<file path="src/design/ctp_pkg.sv">
`default_nettype none
package ctp_pkg;

   localparam int INDEX_BITS_DEFAULT = 16;
   localparam int IDX_W              = 16;
   localparam int POS_W              = 32;
   localparam int FRAC_BITS          = 16;
   localparam int PROD_W             = 2 * POS_W;
   localparam int TERM_W             = PROD_W - FRAC_BITS;
   localparam int DIST_W             = TERM_W + 4;
   localparam int REM_W              = DIST_W + 2;
   localparam int QUO_W              = 32;
   localparam int CSR_INDEX_W        = 3;
   localparam int CSR_DATA_W         = 32;
   localparam int QUEUE_DEPTH        = 2;

   localparam logic KIND_VERTEX   = 1'b0;
   localparam logic KIND_TRIANGLE = 1'b1;

   typedef enum logic [CSR_INDEX_W-1:0] {
      CSR_NORMAL_X     = 3'd0,
      CSR_NORMAL_Y     = 3'd1,
      CSR_NORMAL_Z     = 3'd2,
      CSR_PLANE_OFFSET = 3'd3,
      CSR_VERTEX_BASE  = 3'd4
   } csr_index_type;

   typedef enum logic [1:0] {
      JOB_PASS    = 2'd0,
      JOB_CUT_ONE = 2'd1,
      JOB_CUT_TWO = 2'd2
   } job_class_type;

   typedef struct packed {
      logic [IDX_W-1:0]        index_a;
      logic [IDX_W-1:0]        index_b;
      logic [IDX_W-1:0]        index_c;
      logic signed [POS_W-1:0] a_x;
      logic signed [POS_W-1:0] a_y;
      logic signed [POS_W-1:0] a_z;
      logic signed [POS_W-1:0] b_x;
      logic signed [POS_W-1:0] b_y;
      logic signed [POS_W-1:0] b_z;
      logic signed [POS_W-1:0] c_x;
      logic signed [POS_W-1:0] c_y;
      logic signed [POS_W-1:0] c_z;
   } ctp_req_type;

   typedef struct packed {
      logic                    kind;
      logic [IDX_W-1:0]        out_index_a;
      logic [IDX_W-1:0]        out_index_b;
      logic [IDX_W-1:0]        out_index_c;
      logic signed [POS_W-1:0] pos_x;
      logic signed [POS_W-1:0] pos_y;
      logic signed [POS_W-1:0] pos_z;
      logic                    last;
      logic                    vertex_overflow;
   } ctp_rsp_type;

   typedef struct packed {
      logic signed [POS_W-1:0] normal_x;
      logic signed [POS_W-1:0] normal_y;
      logic signed [POS_W-1:0] normal_z;
      logic signed [POS_W-1:0] plane_offset;
   } ctp_plane_type;

   typedef struct packed {
      logic [2:0][IDX_W-1:0]        idx;
      logic [2:0][2:0][POS_W-1:0]   pos;
      logic [2:0][DIST_W-1:0]       corner_dist;
      job_class_type                job_class;
      logic [1:0]                   m0;
      logic [1:0]                   m1;
      logic [1:0]                   m2;
   } ctp_job_type;

endpackage
`default_nettype wire

</file>
<file path="src/design/ctp_front.sv">
`default_nettype none
module ctp_front (
   input  wire logic                 clock,
   input  wire logic                 reset,
   input  wire logic                 req_valid,
   output logic                      req_ready,
   input  wire ctp_pkg::ctp_req_type req_data,
   input  wire ctp_pkg::ctp_plane_type plane,
   output logic                      job_valid,
   input  wire logic                 job_ready,
   output ctp_pkg::ctp_job_type      job_data
);
   import ctp_pkg::*;

   localparam logic [3:0] TERMS = 4'd9;

   typedef enum logic [2:0] {
      F_IDLE = 3'b001,
      F_CALC = 3'b010,
      F_PUSH = 3'b100
   } front_state_type;

   front_state_type              state_ff, state_in;
   logic [2:0][IDX_W-1:0]        idx_ff, idx_in;
   logic [2:0][2:0][POS_W-1:0]   pos_ff, pos_in;
   logic [2:0][DIST_W-1:0]       dist_ff, dist_in;
   logic [3:0]                   step_ff, step_in;
   logic [1:0]                   corner_ff, corner_in;
   logic [1:0]                   axis_ff, axis_in;
   logic signed [PROD_W-1:0]     prod_ff, prod_in;
   logic [1:0]                   prod_corner_ff, prod_corner_in;

   logic signed [POS_W-1:0]      mul_n;
   logic signed [POS_W-1:0]      mul_p;
   logic [DIST_W-1:0]            term;
   logic [DIST_W-1:0]            neg_offset;
   logic [2:0]                   neg;
   logic [2:0]                   zero;
   logic                         drop;
   logic                         pass;
   logic [1:0]                   m0, m1, m2;

   // Pick the normal component of the current axis
   always_comb begin
      unique case (axis_ff)
         2'd0:    mul_n = plane.normal_x;
         2'd1:    mul_n = plane.normal_y;
         default: mul_n = plane.normal_z;
      endcase
      mul_p = $signed(pos_ff[corner_ff][axis_ff]);
   end

   // Floor of the product over 2^16 is its upper bits
   assign term = {{(DIST_W-TERM_W){prod_ff[PROD_W-1]}}, prod_ff[PROD_W-1:FRAC_BITS]};
   assign neg_offset = -{{(DIST_W-POS_W){plane.plane_offset[POS_W-1]}}, plane.plane_offset};

   // Classify the finished distances and rotate the corners
   always_comb begin
      for (int k = 0; k < 3; k++) begin
         neg[k]  = dist_ff[k][DIST_W-1];
         zero[k] = (dist_ff[k] == '0);
      end
      drop = (neg[0] | zero[0]) & (neg[1] | zero[1]) & (neg[2] | zero[2]);
      pass = !neg[0] && !neg[1] && !neg[2];
      m0 = 2'd0; m1 = 2'd1; m2 = 2'd2;
      if (!neg[0]) begin
         if (neg[1] && !neg[2]) begin
            m0 = 2'd2; m1 = 2'd0; m2 = 2'd1;
         end
      end else if (!neg[1]) begin
         m0 = 2'd1; m1 = 2'd2; m2 = 2'd0;
      end else begin
         m0 = 2'd2; m1 = 2'd0; m2 = 2'd1;
      end
   end

   always_comb begin
      job_data.idx         = idx_ff;
      job_data.pos         = pos_ff;
      job_data.corner_dist = dist_ff;
      job_data.m0          = m0;
      job_data.m1          = m1;
      job_data.m2          = m2;
      if (pass) begin
         job_data.job_class = JOB_PASS;
      end else if (neg[m1]) begin
         job_data.job_class = JOB_CUT_ONE;
      end else begin
         job_data.job_class = JOB_CUT_TWO;
      end
   end

   assign req_ready = (state_ff == F_IDLE);
   assign job_valid = (state_ff == F_PUSH) && !drop;

   // Sequence nine products through one multiplier, accumulate each registered product
   always_comb begin
      state_in       = state_ff;
      idx_in         = idx_ff;
      pos_in         = pos_ff;
      dist_in        = dist_ff;
      step_in        = step_ff;
      corner_in      = corner_ff;
      axis_in        = axis_ff;
      prod_in        = prod_ff;
      prod_corner_in = prod_corner_ff;
      unique case (state_ff)
         F_IDLE: begin
            if (req_valid) begin
               idx_in    = {req_data.index_c, req_data.index_b, req_data.index_a};
               pos_in[0] = {req_data.a_z, req_data.a_y, req_data.a_x};
               pos_in[1] = {req_data.b_z, req_data.b_y, req_data.b_x};
               pos_in[2] = {req_data.c_z, req_data.c_y, req_data.c_x};
               dist_in   = {3{neg_offset}};
               step_in   = '0;
               corner_in = '0;
               axis_in   = '0;
               state_in  = F_CALC;
            end
         end
         F_CALC: begin
            if (step_ff != TERMS) begin
               prod_in        = mul_n * mul_p;
               prod_corner_in = corner_ff;
               if (axis_ff == 2'd2) begin
                  axis_in   = '0;
                  corner_in = corner_ff + 2'd1;
               end else begin
                  axis_in = axis_ff + 2'd1;
               end
            end
            if (step_ff != '0) begin
               dist_in[prod_corner_ff] = dist_ff[prod_corner_ff] + term;
            end
            step_in = step_ff + 4'd1;
            if (step_ff == TERMS) begin
               state_in = F_PUSH;
            end
         end
         F_PUSH: begin
            if (drop || job_ready) begin
               state_in = F_IDLE;
            end
         end
         default: state_in = F_IDLE;
      endcase
   end

   always_ff @(posedge clock) begin
      if (reset) begin
         state_ff <= F_IDLE;
      end else begin
         state_ff <= state_in;
      end
      idx_ff         <= idx_in;
      pos_ff         <= pos_in;
      dist_ff        <= dist_in;
      step_ff        <= step_in;
      corner_ff      <= corner_in;
      axis_ff        <= axis_in;
      prod_ff        <= prod_in;
      prod_corner_ff <= prod_corner_in;
   end

endmodule
`default_nettype wire

</file>
<file path="config.mk">
export PLATFORM = sky130hd
export DESIGN_NAME = ctp_front
export DESIGN_NICKNAME = d
export VERILOG_FILES = /design/src/design/ctp_pkg.sv /design/src/design/ctp_front.sv
export SDC_FILE = /design/constraint.sdc
export NUM_CORES = 2
export LEC_CHECK = 0
export CAP_MARGIN = 15
export CORE_AREA = 8 8 373 375
export DETAILED_ROUTE_END_ITERATION = 8
export DIE_AREA = 0 0 381 383
export DONT_BUFFER_PORTS = 1
export PLACE_DENSITY_LB_ADDON = 0.05
export SLEW_MARGIN = 20
export SYNTH_ARGS = -nofsm -noshare
export SYNTH_HDL_FRONTEND = slang
export SYNTH_SLANG_ARGS = --single-unit
</file>
<file path="constraint.sdc">
create_clock -name clock -period 18.2 [get_ports clock]
set_input_delay 0 -clock clock [delete_from_list [all_inputs] [get_ports clock]]
set_output_delay 0 -clock clock [all_outputs]
set_load 0.1 [all_outputs]
</file>
# Yosys cells after proc, flatten, opt, wreduce, memory -nomap -nowiden
# Cells that the tools add are included.
[totals]
regBits = 569
in_bits = 468
[classes]
addsub = 5
n_mul = 1
n_lt_le_gt_ge = 5
n_eq_ne = 13
mux = 39
bitwise_logic = 5
n_reduce_logical = 23
[op_table]
columns = ["operator", "count"]
rows = [
  ["$mux W156", 2],
  ["$pmux W156 S2", 1],
  ["$bmux W96 S2", 1],
  ["$bwmux W156", 1],
  ["$logic_not A52 Y1", 3],
  ["$bmux W52 S2", 1],
  ["$demux W52 S2", 1],
  ["$mux W52", 2],
  ["$mux W96", 1],
  ["$bmux W32 S2", 1],
  ["$mul A32 B32 Y64", 1],
  ["$pmux W32 S2", 1],
  ["$add A52 B52 Y52", 1],
  ["$neg A52 Y52", 1],
  ["$mux W32", 1],
  ["$mux W2", 14],
  ["$lt A2 B3 Y1 const B", 4],
  ["$ne A2 B2 Y1 const B", 5],
  ["$mux W3", 3],
  ["$pmux W3 S3", 1],
  ["$reduce_and A3 Y1", 3],
  ["$pmux W2 S2", 2],
  ["$pmux W4 S2", 1],
  ["$reduce_and A2 Y1", 3],
  ["23 further kinds", 36],
]

# Logic depth before layout (Yosys ltp)
[logic_depth]
depth_word = 8
mapped_depth = 38
ltp_nobuf = 31

# Worst setup path before layout
# OpenSTA, ideal clock, no wires.
[synth_path]
path_type = "reg2reg"
startpoint = "register state_ff[0]"
endpoint = "register dist_ff, in the netlist job_data[112] (enable)"
setup_time_ns = 0.479
arrival_ns = 12.846
t_required_ns = 17.721
slack_ns = 4.875
path_stages_with_launch = 7
path_buffers = 0
synth_period_minus_slack_ns = 13.325
cell_sequence = "dfxtp_1 -> inv_1 -> nor3_1 -> nand2_1 -> inv_1 -> nor2_1 -> a21oi_1"
[synth_between]
elab_chain_len = 3
elab_cells_between_ends = 6
[synth_lines]
columns = ["item", "line", "source"]
rows = [
  ["start, declared", "ctp_front.sv:23", "front_state_type state_ff, state_in;"],
  ["start signal, assigned", "ctp_front.sv:153", "state_ff <= state_in;"],
  ["$eq A3 B1 Y1 *", "-", ""],
  ["via req_ready", "ctp_front.sv:6", "output logic req_ready,"],
  ["$ne A2 B2 Y1 (no line) or $reduce_bool A2 Y1 (tied branches)", "-", ""],
  ["$reduce_and A3 Y1 (no line) *", "-", ""],
  ["end signal, assigned", "ctp_front.sv:157", "dist_ff <= dist_in;"],
  ["end, declared", "ctp_front.sv:26", "logic [2:0][DIST_W-1:0] dist_ff, dist_in;"],
]
# Mark *: on every way through the listed nets, which the timed path passes. The rest lies on a longest branch.
# A chain may end at the register's enable or synchronous reset.

# Worst setup path in the final report
[layout_path]
startpoint = "register corner_ff[0]"
endpoint = "register prod_ff[63], data pin"
[layout_between]
elab_chain_len = 5
[layout_lines]
columns = ["item", "line", "source"]
rows = [
  ["start, declared", "ctp_front.sv:28", "logic [1:0] corner_ff, corner_in;"],
  ["start signal, assigned", "ctp_front.sv:159", "corner_ff <= corner_in;"],
  ["$bmux W96 S2", "ctp_front.sv:50", "mul_p = $signed(pos_ff[corner_ff][axis_ff]);"],
  ["$mux W96 (implied by the code)", "ctp_front.sv:50", ""],
  ["$bmux W32 S2", "ctp_front.sv:50", ""],
  ["$mux W32 (implied by the code)", "ctp_front.sv:50", ""],
  ["$mul A32 B32 Y64", "ctp_front.sv:123", "prod_in = mul_n * mul_p;"],
  ["end signal, assigned", "ctp_front.sv:161", "prod_ff <= prod_in;"],
  ["end, declared", "ctp_front.sv:30", "logic signed [PROD_W-1:0] prod_ff, prod_in;"],
]
# No other way between the ends. The select of a mux whose other input is x is not followed.

==> flow_metrics.py <==
metrics = {
    "floorplan": {
        "core-area_um2": 132800,
        "die_h_um": 383,
        "die_area_um2": 145900,
        "num_io_pins": 970,
        "start_util_pct": 45.80,
        "row_count": 134,
        "fp.dieW_um": 381,
    },
    "timing": {
        "tightest_slew_ns": 1.246,
        "drv_slew": 0,
        "slew_headroom_pct": 16.95,
        "period_minus_slack_ns": 11.65,
        "hold_violations": 0,
        "setup_viol": 0,
        "fin_tns_setup_ns": 0,
        "final.setup.worst_slack_ns": 6.548,
        "finalCritPeriodShare_pct": 64.02,
        "finalClockSkew_ns": 0.04900,
        "rsz0062_at_grt": "no",
        "fmax_mhz": 85.82,
    },
    "final_layout": {
        "final_nets": 8150,
        "layout-drive-gt1-share_pct": 7.067,
        "fin_area_um2": 72450,
        "fillCellCount": 11740,
        "fin_util_pct": 54.56,
        "area_growth_pct": 19.14,
    },
    "clock_tree": {
        "post-cts-setup-buffer-count": 0,
        "cts_made_buffers": 67,
        "clock_latency_ns": 0.68,
        "ctsResizeCount": 0,
        "path_clk_slew_ns": 0.06,
        "tritoncts": "yes",
        "htreeDepth": 3,
        "clock_sinks": 553,
        "cts_buffer_depth": 3,
        "cts_root_buf": "clkbuf_16",
    },
    "critical_path": {
        "required_ns": 18.60,
        "critPathBufInv": 7,
        "critPathMostFrequentCell": "fa_1",
        "critPathSlowestCell": "fa_1",
        "crit_type": "flip-flop to flip-flop",
        "critical_path.max_stage_delay_ns": 0.95,
        "worst_setup_path_start_kind": "flip-flop",
        "cp-end-kind": "flip-flop",
        "critical_path.max_fanout": 37,
        "cp.arrival_ns": 12.06,
        "crit_family": "adder cells",
    },
    "placement": {
        "place_area_um2": 63780,
        "io_buffer_count": 0,
        "dpl.hpwl_um": 224900,
        "pre_cts_ws_ns": 6.578,
        "gp_congestion": 1.132,
    },
    "grt": {
        "track_usage_pct": 39.01,
        "grt_antenna_before_repair": 101,
        "grt_pass1_vias": 49920,
        "grt_start_max_net_pins": 107,
        "grt_overflow_total": 0,
        "grt_pass1_wl_um": 400400,
    },
    "status": {
        "status": "completed",
    },
    "synthesis": {
        "synthArstFlopShare_pct": 0,
        "syn_nets": 7562,
        "synth_cells": 5774,
        "synth_cell_type_count": 78,
        "seq_area_frac_synth_pct": 27.26,
        "yosys_warnings": 0,
        "syn_area_per_cell_um2": 10.53,
        "synth_edf_count": 550,
        "synth.cell_area_um2": 60810,
        "synth_seq_cells": 553,
        "ys.flop_type": "edfxtp_1",
    },
    "route": {
        "ant_nets": 0,
        "post-route-drc-count": 0,
        "routed_wl_um": 288900,
        "viasPerCell": 5.898,
        "post_drt_wl_per_cell_um": 34.94,
        "vias": 48780,
        "dr.pass1.iters": 6,
        "drt_iter0_drc": 5071,
    },
    "flow_run": {
        "cap_violations": 0,
    },
    "hold_path": {
        "hp-class": "input pin to flip-flop",
    },
}
cells in the mapped netlist, drive strengths merged, types with 9 or more instances:
library cell	n	area share [%]
nor2b	16	0.16
o21bai	18	0.22
ha	238	4.9
o22a	16	0.23
nor3	20	0.17
a22oi	32	0.40
xnor2	83	1.2
and2	47	0.48
buf	37	0.28
edfxtp	550	27
nor4	54	0.61
nand2	620	3.8
mux2i	87	1.4
nor2	591	3.6
nand2b	44	0.45
o211ai	13	0.16
or2	18	0.19
fa	1082	36
a22o	33	0.48
o21ai	259	2.1
a21oi	170	1.4
nand4	30	0.31
inv	987	6.1
or4	9	0.11
or3	13	0.13
a21o	122	1.5
clkbuf	270	1.7
mux4	31	1.1
a31oi	20	0.22
mux2	34	0.63
nand3	34	0.28
and3	20	0.21
xor2	52	0.75
o22ai	23	0.24
sequential cells by signal (all words and copies together) (netlist names):
| signal | flops |
|---|---|
| corner_ff | 2 |
| job_data | 492 |
| prod_ff | 48 |
| step_ff | 4 |
| prod_corner_ff | 2 |
| state_ff | 3 |
| axis_ff | 2 |
what timing repair did:
action / in CTS / in global routing
hold buffers: 618 / 1
setup endpoints to repair: 0 / 0
endpoints found under the hold margin: 441 / 1
cells in the final DEF, fill, tap and decap left out, types with 52 or more instances in the layout:
cell	instances
fa_1	1082
inv_1	986
dlygate4sd3_1	619
nand2_1	618
nor2_1	586
edfxtp_1	550
o21ai_0	256
ha_1	236
buf_4	201
a21oi_1	152
a21o_1	122
diode_2	92
mux2i_1	87
xnor2_1	83
clkbuf_16	68
xor2_1	52
cells by family after synthesis:
| group | after synthesis | synth area share, % |
|---|---|---|
| and+or+nand+nor | 1531 | 10.78 |
| adders and majority gates | 1320 | 40.52 |
| buffers and inverters | 1295 | 8.049 |
| muxes | 152 | 3.210 |
| DFF | 553 | 27.26 |
| xor gates and xnor gates | 135 | 1.944 |
| AOI/OAI and AO/OA | 788 | 8.238 |
worst paths after layout:
check | from | endpoint | slack, ns | cells past startpoint
setup reg to reg | corner_ff[0] | prod_ff[63] | 6.55 | 28
hold reg to reg | step_ff[3] | step_ff[3] | 0.65 | 2
setup / recovery | corner_ff[0] | prod_ff[63] | 6.55 | 28
hold / removal | req_data[194] | job_data[230] | 0.02 | 1
stage by stage:
stage	hold slack, ns	instances
3_3_place_gp	0.07256	7438
2_1_floorplan	0.06907	5774
4_1_cts	0.001948	8175
5_1_grt	0.008613	8243
6_report	0.02051	8270
3_5_place_dp	0.07245	7440
routing by layer:
| layer | track usage (%) | wire length, um | vias up |
|---|---|---|---|
| met5 | 0 | 75 | - |
| met4 | 25.21 | 23480 | 12 |
| met3 | 12.60 | 32470 | 694 |
| met2 | 60.49 | 129200 | 3136 |
| met1 | 46.91 | 103700 | 25170 |
| li1 | - | - | 19770 |
layout make-up:
| type | instances | area, um2 | area share [%] |
|---|---|---|---|
| Sequential cell | 553 | 16580 | 22.88 |
| Inverter | 988 | 3716 | 5.129 |
| Multi-Input combinational cell | 3926 | 39690 | 54.78 |
| Clock buffer | 81 | 1750 | 2.416 |
| Timing Repair Buffer | 826 | 7831 | 10.81 |
| Clock inverter | 36 | 447.9 | 0.6183 |
| Tap cell | 1768 | 2212 | 3.053 |
| Antenna cell | 92 | 230.2 | 0.3178 |
Power is not shown: default switching activity piles up to over one toggle a cycle in this logic, so the estimate is an artifact.
