--- src/design/ctp_pkg.sv ---
`default_nettype none
package ctp_pkg;

   localparam int INDEX_BITS_DEFAULT = 16;
   localparam int IDX_W              = 16;
   localparam int POS_W              = 32;
   localparam int FRAC_BITS          = 16;
   localparam int PROD_W             = 2 * POS_W;
   localparam int TERM_W             = PROD_W - FRAC_BITS;
   localparam int DIST_W             = TERM_W + 4;
   localparam int REM_W              = DIST_W + 2;
   localparam int QUO_W              = 32;
   localparam int CSR_INDEX_W        = 3;
   localparam int CSR_DATA_W         = 32;
   localparam int QUEUE_DEPTH        = 2;

   localparam logic KIND_VERTEX   = 1'b0;
   localparam logic KIND_TRIANGLE = 1'b1;

   typedef enum logic [CSR_INDEX_W-1:0] {
      CSR_NORMAL_X     = 3'd0,
      CSR_NORMAL_Y     = 3'd1,
      CSR_NORMAL_Z     = 3'd2,
      CSR_PLANE_OFFSET = 3'd3,
      CSR_VERTEX_BASE  = 3'd4
   } csr_index_type;

   typedef enum logic [1:0] {
      JOB_PASS    = 2'd0,
      JOB_CUT_ONE = 2'd1,
      JOB_CUT_TWO = 2'd2
   } job_class_type;

   typedef struct packed {
      logic [IDX_W-1:0]        index_a;
      logic [IDX_W-1:0]        index_b;
      logic [IDX_W-1:0]        index_c;
      logic signed [POS_W-1:0] a_x;
      logic signed [POS_W-1:0] a_y;
      logic signed [POS_W-1:0] a_z;
      logic signed [POS_W-1:0] b_x;
      logic signed [POS_W-1:0] b_y;
      logic signed [POS_W-1:0] b_z;
      logic signed [POS_W-1:0] c_x;
      logic signed [POS_W-1:0] c_y;
      logic signed [POS_W-1:0] c_z;
   } ctp_req_type;

   typedef struct packed {
      logic                    kind;
      logic [IDX_W-1:0]        out_index_a;
      logic [IDX_W-1:0]        out_index_b;
      logic [IDX_W-1:0]        out_index_c;
      logic signed [POS_W-1:0] pos_x;
      logic signed [POS_W-1:0] pos_y;
      logic signed [POS_W-1:0] pos_z;
      logic                    last;
      logic                    vertex_overflow;
   } ctp_rsp_type;

   typedef struct packed {
      logic signed [POS_W-1:0] normal_x;
      logic signed [POS_W-1:0] normal_y;
      logic signed [POS_W-1:0] normal_z;
      logic signed [POS_W-1:0] plane_offset;
   } ctp_plane_type;

   typedef struct packed {
      logic [2:0][IDX_W-1:0]        idx;
      logic [2:0][2:0][POS_W-1:0]   pos;
      logic [2:0][DIST_W-1:0]       corner_dist;
      job_class_type                job_class;
      logic [1:0]                   m0;
      logic [1:0]                   m1;
      logic [1:0]                   m2;
   } ctp_job_type;

endpackage
`default_nettype wire

--- src/design/ctp_back.sv ---
`default_nettype none
module ctp_back #(
   parameter int INDEX_BITS = ctp_pkg::INDEX_BITS_DEFAULT
) (
   input  wire logic                      clock,
   input  wire logic                      reset,
   input  wire logic                      job_valid,
   output logic                           job_ready,
   input  wire ctp_pkg::ctp_job_type      job_data,
   input  wire logic                      base_load,
   input  wire logic [ctp_pkg::IDX_W-1:0] base_value,
   output logic                           rsp_valid,
   input  wire logic                      rsp_ready,
   output ctp_pkg::ctp_rsp_type           rsp_data
);
   import ctp_pkg::*;

   localparam int NV_W   = ((INDEX_BITS > IDX_W) ? INDEX_BITS : IDX_W) + 1;
   localparam int HALF   = POS_W / 2;
   localparam int MAG_W  = POS_W + 1;
   localparam int HI_W   = MAG_W - HALF;
   localparam int HIP_W  = HI_W + QUO_W;
   localparam int LOP_W  = HALF + QUO_W;
   localparam int SUM_W  = HIP_W + 1;
   localparam logic [NV_W-1:0] VMAX = NV_W'((64'd1 << INDEX_BITS) - 64'd1);
   localparam logic [4:0]      DIV_LAST = 5'(QUO_W - 1);

   typedef enum logic [6:0] {
      B_IDLE   = 7'b0000001,
      B_SETUP  = 7'b0000010,
      B_DIV    = 7'b0000100,
      B_MUL_HI = 7'b0001000,
      B_MUL_LO = 7'b0010000,
      B_SUM    = 7'b0100000,
      B_EMIT   = 7'b1000000
   } back_state_type;

   back_state_type              state_ff, state_in;
   ctp_job_type                 job_ff, job_in;
   logic [NV_W-1:0]             nv_ff, nv_in;
   logic [IDX_W-1:0]            n0_ff, n0_in;
   logic [IDX_W-1:0]            n1_ff, n1_in;
   logic                        ovf_ff, ovf_in;
   logic                        cut_ff, cut_in;
   logic [1:0]                  axis_ff, axis_in;
   logic [4:0]                  div_cnt_ff, div_cnt_in;
   logic [REM_W-1:0]            rem_ff, rem_in;
   logic [REM_W-1:0]            den_ff, den_in;
   logic [QUO_W-1:0]            quo_ff, quo_in;
   logic [HIP_W-1:0]            hi_prod_ff, hi_prod_in;
   logic [LOP_W-1:0]            lo_prod_ff, lo_prod_in;
   logic [1:0][2:0][POS_W-1:0]  npos_ff, npos_in;
   logic [1:0]                  emit_ff, emit_in;
   logic                        rsp_valid_ff, rsp_valid_in;
   ctp_rsp_type                 rsp_ff, rsp_in;

   logic [1:0]                  ea, eb;
   logic [REM_W-1:0]            rem_shift;
   logic signed [MAG_W-1:0]     delta;
   logic [MAG_W-1:0]            mag;
   logic [SUM_W-1:0]            frac_sum;
   logic [MAG_W-1:0]            step_len;
   logic [MAG_W-1:0]            pa_ext;
   logic [MAG_W-1:0]            new_pos;
   logic                        ov0, ov1;
   logic [NV_W-1:0]             take0, take1, nv_mid, nv_end;
   logic [2:0][IDX_W-1:0]       tri_idx;
   logic [1:0]                  last_emit;
   logic                        out_free;
   ctp_rsp_type                 rec;

   // Endpoints of the edge under work: toward the back corner
   always_comb begin
      ea = (!cut_ff || job_ff.job_class == JOB_CUT_ONE) ? job_ff.m0 : job_ff.m1;
      eb = (!cut_ff && job_ff.job_class == JOB_CUT_ONE) ? job_ff.m1 : job_ff.m2;
   end

   // Restoring divider step and per-axis interpolation terms
   always_comb begin
      rem_shift = {rem_ff[REM_W-2:0], 1'b0};
      delta     = $signed({job_ff.pos[eb][axis_ff][POS_W-1], job_ff.pos[eb][axis_ff]})
                - $signed({job_ff.pos[ea][axis_ff][POS_W-1], job_ff.pos[ea][axis_ff]});
      mag       = delta[MAG_W-1] ? MAG_W'(-delta) : MAG_W'(delta);
      frac_sum  = SUM_W'(hi_prod_ff) + SUM_W'(lo_prod_ff[LOP_W-1:HALF]);
      step_len  = MAG_W'(frac_sum[SUM_W-1:HALF]);
      pa_ext    = {job_ff.pos[ea][axis_ff][POS_W-1], job_ff.pos[ea][axis_ff]};
      new_pos   = delta[MAG_W-1] ? pa_ext - step_len : pa_ext + step_len;
   end

   // Take two vertex indices from the saturating counter
   always_comb begin
      ov0    = (nv_ff > VMAX);
      take0  = ov0 ? VMAX : nv_ff;
      nv_mid = ov0 ? nv_ff : nv_ff + 1'b1;
      ov1    = (nv_mid > VMAX);
      take1  = ov1 ? VMAX : nv_mid;
      nv_end = ov1 ? nv_mid : nv_mid + 1'b1;
   end

   // Build the result item for the current emit slot
   always_comb begin
      tri_idx = job_ff.idx;
      last_emit = 2'd0;
      unique case (job_ff.job_class)
         JOB_CUT_ONE: begin
            tri_idx[job_ff.m1] = n0_ff;
            tri_idx[job_ff.m2] = n1_ff;
            last_emit = 2'd2;
         end
         JOB_CUT_TWO: begin
            tri_idx[job_ff.m2] = n0_ff;
            last_emit = 2'd3;
         end
         default: last_emit = 2'd0;
      endcase
      rec = '0;
      rec.vertex_overflow = ovf_ff;
      rec.last = (emit_ff == last_emit);
      unique case (emit_ff)
         2'd0: begin
            if (job_ff.job_class == JOB_PASS) begin
               rec.kind        = KIND_TRIANGLE;
               rec.out_index_a = tri_idx[0];
               rec.out_index_b = tri_idx[1];
               rec.out_index_c = tri_idx[2];
            end else begin
               rec.kind        = KIND_VERTEX;
               rec.out_index_a = n0_ff;
               rec.pos_x       = npos_ff[0][0];
               rec.pos_y       = npos_ff[0][1];
               rec.pos_z       = npos_ff[0][2];
            end
         end
         2'd1: begin
            rec.kind        = KIND_VERTEX;
            rec.out_index_a = n1_ff;
            rec.pos_x       = npos_ff[1][0];
            rec.pos_y       = npos_ff[1][1];
            rec.pos_z       = npos_ff[1][2];
         end
         2'd2: begin
            rec.kind        = KIND_TRIANGLE;
            rec.out_index_a = tri_idx[0];
            rec.out_index_b = tri_idx[1];
            rec.out_index_c = tri_idx[2];
         end
         default: begin
            rec.kind        = KIND_TRIANGLE;
            rec.out_index_a = n0_ff;
            rec.out_index_b = job_ff.idx[job_ff.m1];
            rec.out_index_c = n1_ff;
         end
      endcase
   end

   assign job_ready = (state_ff == B_IDLE);
   assign out_free  = !rsp_valid_ff || rsp_ready;
   assign rsp_valid = rsp_valid_ff;
   assign rsp_data  = rsp_ff;

   // Sequencer: load job, for a cut divide and interpolate each axis, emit items
   always_comb begin
      state_in     = state_ff;
      job_in       = job_ff;
      nv_in        = nv_ff;
      n0_in        = n0_ff;
      n1_in        = n1_ff;
      ovf_in       = ovf_ff;
      cut_in       = cut_ff;
      axis_in      = axis_ff;
      div_cnt_in   = div_cnt_ff;
      rem_in       = rem_ff;
      den_in       = den_ff;
      quo_in       = quo_ff;
      hi_prod_in   = hi_prod_ff;
      lo_prod_in   = lo_prod_ff;
      npos_in      = npos_ff;
      emit_in      = emit_ff;
      rsp_in       = rsp_ff;
      rsp_valid_in = rsp_valid_ff && !rsp_ready;
      unique case (state_ff)
         B_IDLE: begin
            if (job_valid) begin
               job_in  = job_data;
               emit_in = '0;
               cut_in  = 1'b0;
               if (job_data.job_class == JOB_PASS) begin
                  ovf_in   = 1'b0;
                  state_in = B_EMIT;
               end else begin
                  n0_in    = take0[IDX_W-1:0];
                  n1_in    = take1[IDX_W-1:0];
                  ovf_in   = ov0 | ov1;
                  nv_in    = nv_end;
                  state_in = B_SETUP;
               end
            end
         end
         B_SETUP: begin
            rem_in     = {{(REM_W-DIST_W){1'b0}}, job_ff.corner_dist[ea]};
            den_in     = {{(REM_W-DIST_W){job_ff.corner_dist[ea][DIST_W-1]}},
                          job_ff.corner_dist[ea]}
                       - {{(REM_W-DIST_W){job_ff.corner_dist[eb][DIST_W-1]}},
                          job_ff.corner_dist[eb]};
            quo_in     = '0;
            div_cnt_in = '0;
            state_in   = B_DIV;
         end
         B_DIV: begin
            if (rem_shift >= den_ff) begin
               rem_in = rem_shift - den_ff;
               quo_in = {quo_ff[QUO_W-2:0], 1'b1};
            end else begin
               rem_in = rem_shift;
               quo_in = {quo_ff[QUO_W-2:0], 1'b0};
            end
            div_cnt_in = div_cnt_ff + 5'd1;
            if (div_cnt_ff == DIV_LAST) begin
               axis_in  = '0;
               state_in = B_MUL_HI;
            end
         end
         B_MUL_HI: begin
            hi_prod_in = mag[MAG_W-1:HALF] * quo_ff;
            state_in   = B_MUL_LO;
         end
         B_MUL_LO: begin
            lo_prod_in = mag[HALF-1:0] * quo_ff;
            state_in   = B_SUM;
         end
         B_SUM: begin
            npos_in[cut_ff][axis_ff] = new_pos[POS_W-1:0];
            if (axis_ff == 2'd2) begin
               if (cut_ff) begin
                  state_in = B_EMIT;
               end else begin
                  cut_in   = 1'b1;
                  state_in = B_SETUP;
               end
            end else begin
               axis_in  = axis_ff + 2'd1;
               state_in = B_MUL_HI;
            end
         end
         B_EMIT: begin
            if (out_free) begin
               rsp_in       = rec;
               rsp_valid_in = 1'b1;
               emit_in      = emit_ff + 2'd1;
               if (rec.last) begin
                  state_in = B_IDLE;
               end
            end
         end
         default: state_in = B_IDLE;
      endcase
      // Reload the counter on a base write
      if (base_load) begin
         nv_in = NV_W'(base_value);
      end
   end

   always_ff @(posedge clock) begin
      if (reset) begin
         state_ff     <= B_IDLE;
         nv_ff        <= '0;
         rsp_valid_ff <= 1'b0;
      end else begin
         state_ff     <= state_in;
         nv_ff        <= nv_in;
         rsp_valid_ff <= rsp_valid_in;
      end
      job_ff     <= job_in;
      n0_ff      <= n0_in;
      n1_ff      <= n1_in;
      ovf_ff     <= ovf_in;
      cut_ff     <= cut_in;
      axis_ff    <= axis_in;
      div_cnt_ff <= div_cnt_in;
      rem_ff     <= rem_in;
      den_ff     <= den_in;
      quo_ff     <= quo_in;
      hi_prod_ff <= hi_prod_in;
      lo_prod_ff <= lo_prod_in;
      npos_ff    <= npos_in;
      emit_ff    <= emit_in;
      rsp_ff     <= rsp_in;
   end

endmodule
`default_nettype wire

--- config.mk ---
export PLATFORM = sky130hd
export DESIGN_NAME = ctp_back
export DESIGN_NICKNAME = d
export VERILOG_FILES = /design/src/design/ctp_pkg.sv /design/src/design/ctp_back.sv
export SDC_FILE = /design/constraint.sdc
export NUM_CORES = 2
export LEC_CHECK = 0
export BUFFER_PORTS_ARGS = -buffer_cell sky130_fd_sc_hd__buf_2
export CORE_ASPECT_RATIO = 1.25
export CORE_UTILIZATION = 55
export DETAILED_ROUTE_END_ITERATION = 16
export PLACE_DENSITY = 0.78
export SYNTH_ARGS = -nofsm -noshare
export SYNTH_HDL_FRONTEND = slang
export SYNTH_SLANG_ARGS = --single-unit
export TNS_END_PERCENT = 30
--- constraint.sdc ---
create_clock -name clock -period 18.8 [get_ports clock]
set_clock_uncertainty 0.15 [all_clocks]
set_input_delay 0.94 -clock clock [delete_from_list [all_inputs] [get_ports clock]]
set_output_delay 0.94 -clock clock [all_outputs]
set_load 0.02 [all_outputs]
* Word level (Yosys, flattened, before mapping) *
Cells that the tools add are included.

operators by class
  add/sub/neg operators = 12
  $mul = 2
  $lt $le $gt $ge = 13
  equal/unequal tests = 21
  multiplexer cells = 68
  bitwise operators = 2
  reduce and logical (&&, ||, !) cells = 29

operator list
  kind              count
  $bmux 96 s2       2
  $mux 96           4
  $bmux 52 s2       2
  $bwmux 192        1
  $pmux 96 s2       1
  $mux 32           5
  $bwmux 48         3
  $bmux 32 s2       2
  $mux 16           7
  $pmux 53 s2       1
  $mux 52           2
  $demux 96 s1      1
  $pmux 32 s3       1
  $pmux 48 s2       1
  $demux 16 s2      2
  $demux 32 s2      1
  $pmux 32 s2       1
  $ge 54x54->1      1
  $mux 53           1
  $sub 52x52->53    1
  $sub 53x53->53    1
  $mux 17           3
  $pmux 17 s3       1
  $mux 7            7
  46 further kinds  95

storage, ports and cells
  register bits = 1,141
  input bits = 521
  output and inout bits = 149
  word-level logic and storage cells = 197

* Logic depth before layout (Yosys ltp) *
  word-level depth = 11
  depth in mapped cells = 64
  mapped depth without buffers = 59

* Worst setup path before layout *
Ideal clock, no wire load.

  kind = register -> register
  start = register state_ff[5]
  end = register nv_ff[10]
  library setup time = 0.086 ns
  arrival time = 15.205 ns
  required time = 18.564 ns
  path slack = 3.359 ns
  stages on the path, launching flop included = 12
  path buffers = 1
  period minus slack after synthesis = 15.441 ns
  path through = dfxtp_1 -> nor2_1 -> nand2_1 -> nor4b_1 -> nand2_1 -> inv_1 -> nand2_1 -> inv_1 -> clkbuf_1 -> o21ai_0 -> xor2_1 -> a211oi_1

on the way
  cells in the longest elaborated chain, start to end = 3

RTL lines
  element                      line             RTL
  from (decl)                  ctp_back.sv:38   back_state_type state_ff, state_in;
  from (signal assigned)       ctp_back.sv:269  state_ff <= state_in;
  $eq 7x1->1                   n/a
  named net job_ready          ctp_back.sv:8    output logic job_ready,
  $reduce_bool 2->1 (no line)  n/a
  $reduce_and 3->1 (no line)   n/a
  to (signal assigned)         ctp_back.sv:270  nv_ff <= nv_in;
  to (decl)                    ctp_back.sv:40   logic [NV_W-1:0] nv_ff, nv_in;

The timed path passes the listed nets, and every way through them passes these cells.
A chain may end at the register's enable or synchronous reset.

* Worst setup path after layout *
  start = register job_ff[7] in the netlist's numbering
  end = register hi_prod_ff[47], data pin

on the way
  cells in the longest elaborated chain, start to end = 11
  elaborated cells between the ends (all ways) = 17
  those cells by class = add/sub (2); mul (1); eq/ne (1); mux (11); reduce/logical (2)

RTL lines
  element                                                line                            RTL
  from (decl)                                            ctp_back.sv:39                  ctp_job_type job_ff, job_in;
  from (signal assigned)                                 ctp_back.sv:273                 job_ff <= job_in;
  $eq 2x1->1 (*)                                         ctp_back.sv:74, ctp_back.sv:75
  $logic_and 1x1->1 or $logic_or 1x1->1 (tied branches)  ctp_back.sv:75, ctp_back.sv:74
  $mux 2, on equally long branches                       ctp_back.sv:75, ctp_back.sv:74
  $bmux 96 s2, on equally long branches                  ctp_back.sv:81, ctp_back.sv:82
  $mux 96, on equally long branches                      ctp_back.sv:81, ctp_back.sv:82
  $bmux 32 s2, on equally long branches                  ctp_back.sv:81, ctp_back.sv:82
  $mux 32, on equally long branches                      ctp_back.sv:81, ctp_back.sv:82
  $sub 32x32->33 (*)                                     ctp_back.sv:82                  - $signed({job_ff.pos[ea][axis_ff][POS_W-1], job_ff.pos[ea][axis_ff]});
  $neg 33->33                                            ctp_back.sv:83                  mag = delta[MAG_W-1] ? MAG_W'(-delta) : MAG_W'(delta);
  $mux 33 (*)                                            ctp_back.sv:83
  $mul 17x32->48 (*)                                     ctp_back.sv:224                 hi_prod_in = mag[MAG_W-1:HALF] * quo_ff;
  to (signal assigned)                                   ctp_back.sv:283                 hi_prod_ff <= hi_prod_in;
  to (decl)                                              ctp_back.sv:50                  logic [HIP_W-1:0] hi_prod_ff, hi_prod_in;

Mark *: on every way between the ends. The rest lies on a longest branch, timed or not. The select of a mux whose other input is x is not followed.

==> flow_metrics.tcl <==
set metrics [dict create \
    totalWireLength_um 271000 \
    synthesis.instances 8614 \
    synthesis.nets 10434 \
    crit_required_ns 19.14 \
    routabilityCongestion 0.974 \
    dieArea_um2 165000 \
    synth_top_flop_cell "edfxtp_1" \
    post_drt_wl_per_cell_um 23.8 \
    synth.cell_area_um2 89700 \
    post_cts_hold_fix_bufs 0 \
    crit_fanout 59 \
    synthDominantCellAreaShare 0.368 \
    first_global_vias 69563 \
    detail_route.drc_violations 0 \
    num_io_pins 670 \
    finalCriticalPeriod_ns 16.17 \
    finalHoldViolCount 0 \
    multi_input_area_um2 50700 \
    grt_max_degree 126 \
    final_max_slew_viol_count 0 \
    critical_path.max_stage_delay_ns 0.97 \
    drive_gt1_frac 0.129 \
    drt_first_pass_iters 10 \
    cts.repair_timing.setup_buffer_count 0 \
    tritoncts_num_sinks 1125 \
    fillers 12966 \
    overflow 0 \
    timing.final.crit_share 0.860 \
    timing.final.setup_violations 0 \
    max_freq_mhz 61.9 \
    floorplan.initialDensity 0.554 \
    synthTopCellsByCount "nand2_1, inv_1, edfxtp_1" \
    worst_skew_pair.late_latency_ns 0.81 \
    yosysMostFrequentCell "nand2_1" \
    die_w_um 363 \
    fin_nets 10905 \
    synth-seq-cells 1125 \
    viasPerCell 5.98 \
    ys.warnings.count 0 \
    grt_pass1_wl_um 410000 \
    h-tree-depth 3 \
    clock_tree_from_tritoncts "built" \
    cts_inserted_buffers 113 \
    worst_setup_hold_path_clk_slew_ns 0.07 \
    initial_antenna_violation_count 47 \
    avgSynthCellArea_um2 10.4 \
    top_area_cells_in_the_synthesized_netlist "edfxtp_1, fa_1, ha_1" \
    synth_cell_types 110 \
    critPathCaptureType "flip-flop" \
    path_class "flip-flop to flip-flop" \
    synth_top_area_cell "edfxtp_1" \
    areaGrowthSynthToFinish_pct 10.7 \
    max-slew-margin-rel 0.164 \
    tightest_slew_ns 1.25 \
    synth_enable_flop_cells 1100 \
    ff_latch_area_um2 33500 \
    fp.coreArea_um2 162000 \
    setup-tns-final_ns 0 \
    antenna_left 0 \
    worst_hold_path_type "primary input to flip-flop" \
    timing.critical_path.arrival_ns 16.51 \
    cp_slowest_cell "xnor2_2" \
    dr.first_iter.drc_count 6697 \
    grt_usage 0.329 \
    floorplan.die.height_um 454 \
    ctsResizeCount 0 \
    ys_async_sr_fraction 0 \
    rsz0062_at_grt "no" \
    status "finished clean" \
    startpoint_type "flip-flop" \
    synth.yosys.seq_area_share 0.374 \
    place.port_buffers 669 \
    routed-via-count 68087 \
    cts.root.buffer_cell "clkbuf_16" \
    number_of_standard_cell_rows_in_the_floorplan 165 \
    max_cap_viol_count 0 \
    clockBufferDepth 3 \
    hpwlAfterDp_um 201000 \
]
## layout make-up
class / count / share of cell area
diodes: 41 / 0.00103
flip-flops and latches: 1125 / 0.338
repair buffers: 800 / 0.0437
clock buffers: 135 / 0.0293
well taps: 2171 / 0.0273
clock inverters: 75 / 0.00765
inverters: 1137 / 0.0430
multi-input cells: 5908 / 0.510
## flip-flops by register name, summed over array words and instances, names as in the netlist, 5 cells and up
signal / count
job_ff: 500
npos_ff: 192
rsp_data: 147
den_ff: 53
rem_ff: 53
hi_prod_ff: 48
lo_prod_ff: 32
quo_ff: 32
nv_ff: 17
n0_ff: 16
n1_ff: 16
state_ff: 7
div_cnt_ff: 5
## critical path, delay by kind of cell (launching register included)
kind            cells  cell delay, ns
compound gates     16            4.18
fa+ha+maj           9            3.83
simple gates       16            3.70
xor+xnor            3            1.81
buf+inv             8            1.76
flops               1            0.43
## routing by layer
layer  vias up  routed length (um)  track usage
met5         -                  21            0
met2      3652              134000        0.563
met1     33710               97900        0.389
met3       806               23900       0.0638
met4         4               16000        0.180
li1      29915                   -            -
## final timing paths
| check | startpoint | to | slack [ns] | depth (start not counted) |
|---|---|---|---|---|
| worst max-delay path | job_ff[7] | hi_prod_ff[47] | 2.63 | 52 |
| worst min-delay path | job_data[9] | job_ff[9] | 0.15 | 1 |
| worst max register to register | job_ff[7] | hi_prod_ff[47] | 2.63 | 52 |
| worst min register to register | ovf_ff | rsp_data[0] | 0.30 | 0 |
## layout by cell type, fill, tap and decap left out, types with 86 or more instances in the layout
cell	n
nand2_1	1144
inv_1	1135
edfxtp_1	1100
fa_1	869
buf_2	669
a21oi_1	451
ha_1	428
and2_1	415
nor2_1	391
o21ai_0	321
xnor2_1	170
mux2i_1	155
buf_4	130
xor2_1	118
a21o_1	118
clkbuf_16	113
a22o_1	97
nor2b_1	86
## through the flow
| stage | hold slack, ns | cell area [um2] | utilization | cells | worst slack, ns |
|---|---|---|---|---|---|
| floorplan | 0.250 | 89700 | - | 8614 | 3.36 |
| global placement | 0.290 | 95600 | 0.590 | 11141 | 3.30 |
| detailed placement | 0.291 | 95600 | 0.590 | 11141 | 2.99 |
| CTS | 0.106 | 99200 | 0.613 | 11351 | 2.91 |
| global route | 0.136 | 99300 | 0.614 | 11386 | 1.79 |
| finish | 0.151 | 99300 | 0.614 | 11392 | 2.63 |
## logic make-up after synthesis
family / Yosys count / share of synthesized area
buf+inv: 1581 / 0.0671
xor+xnor: 322 / 0.0319
simple gates: 2481 / 0.130
mux: 221 / 0.0268
compound gates: 1574 / 0.116
fa+ha+maj: 1310 / 0.255
flops: 1125 / 0.374
Power is left out: the tool's default activity adds up to more than one toggle a clock period on the data nets, which glitch-free logic cannot reach.
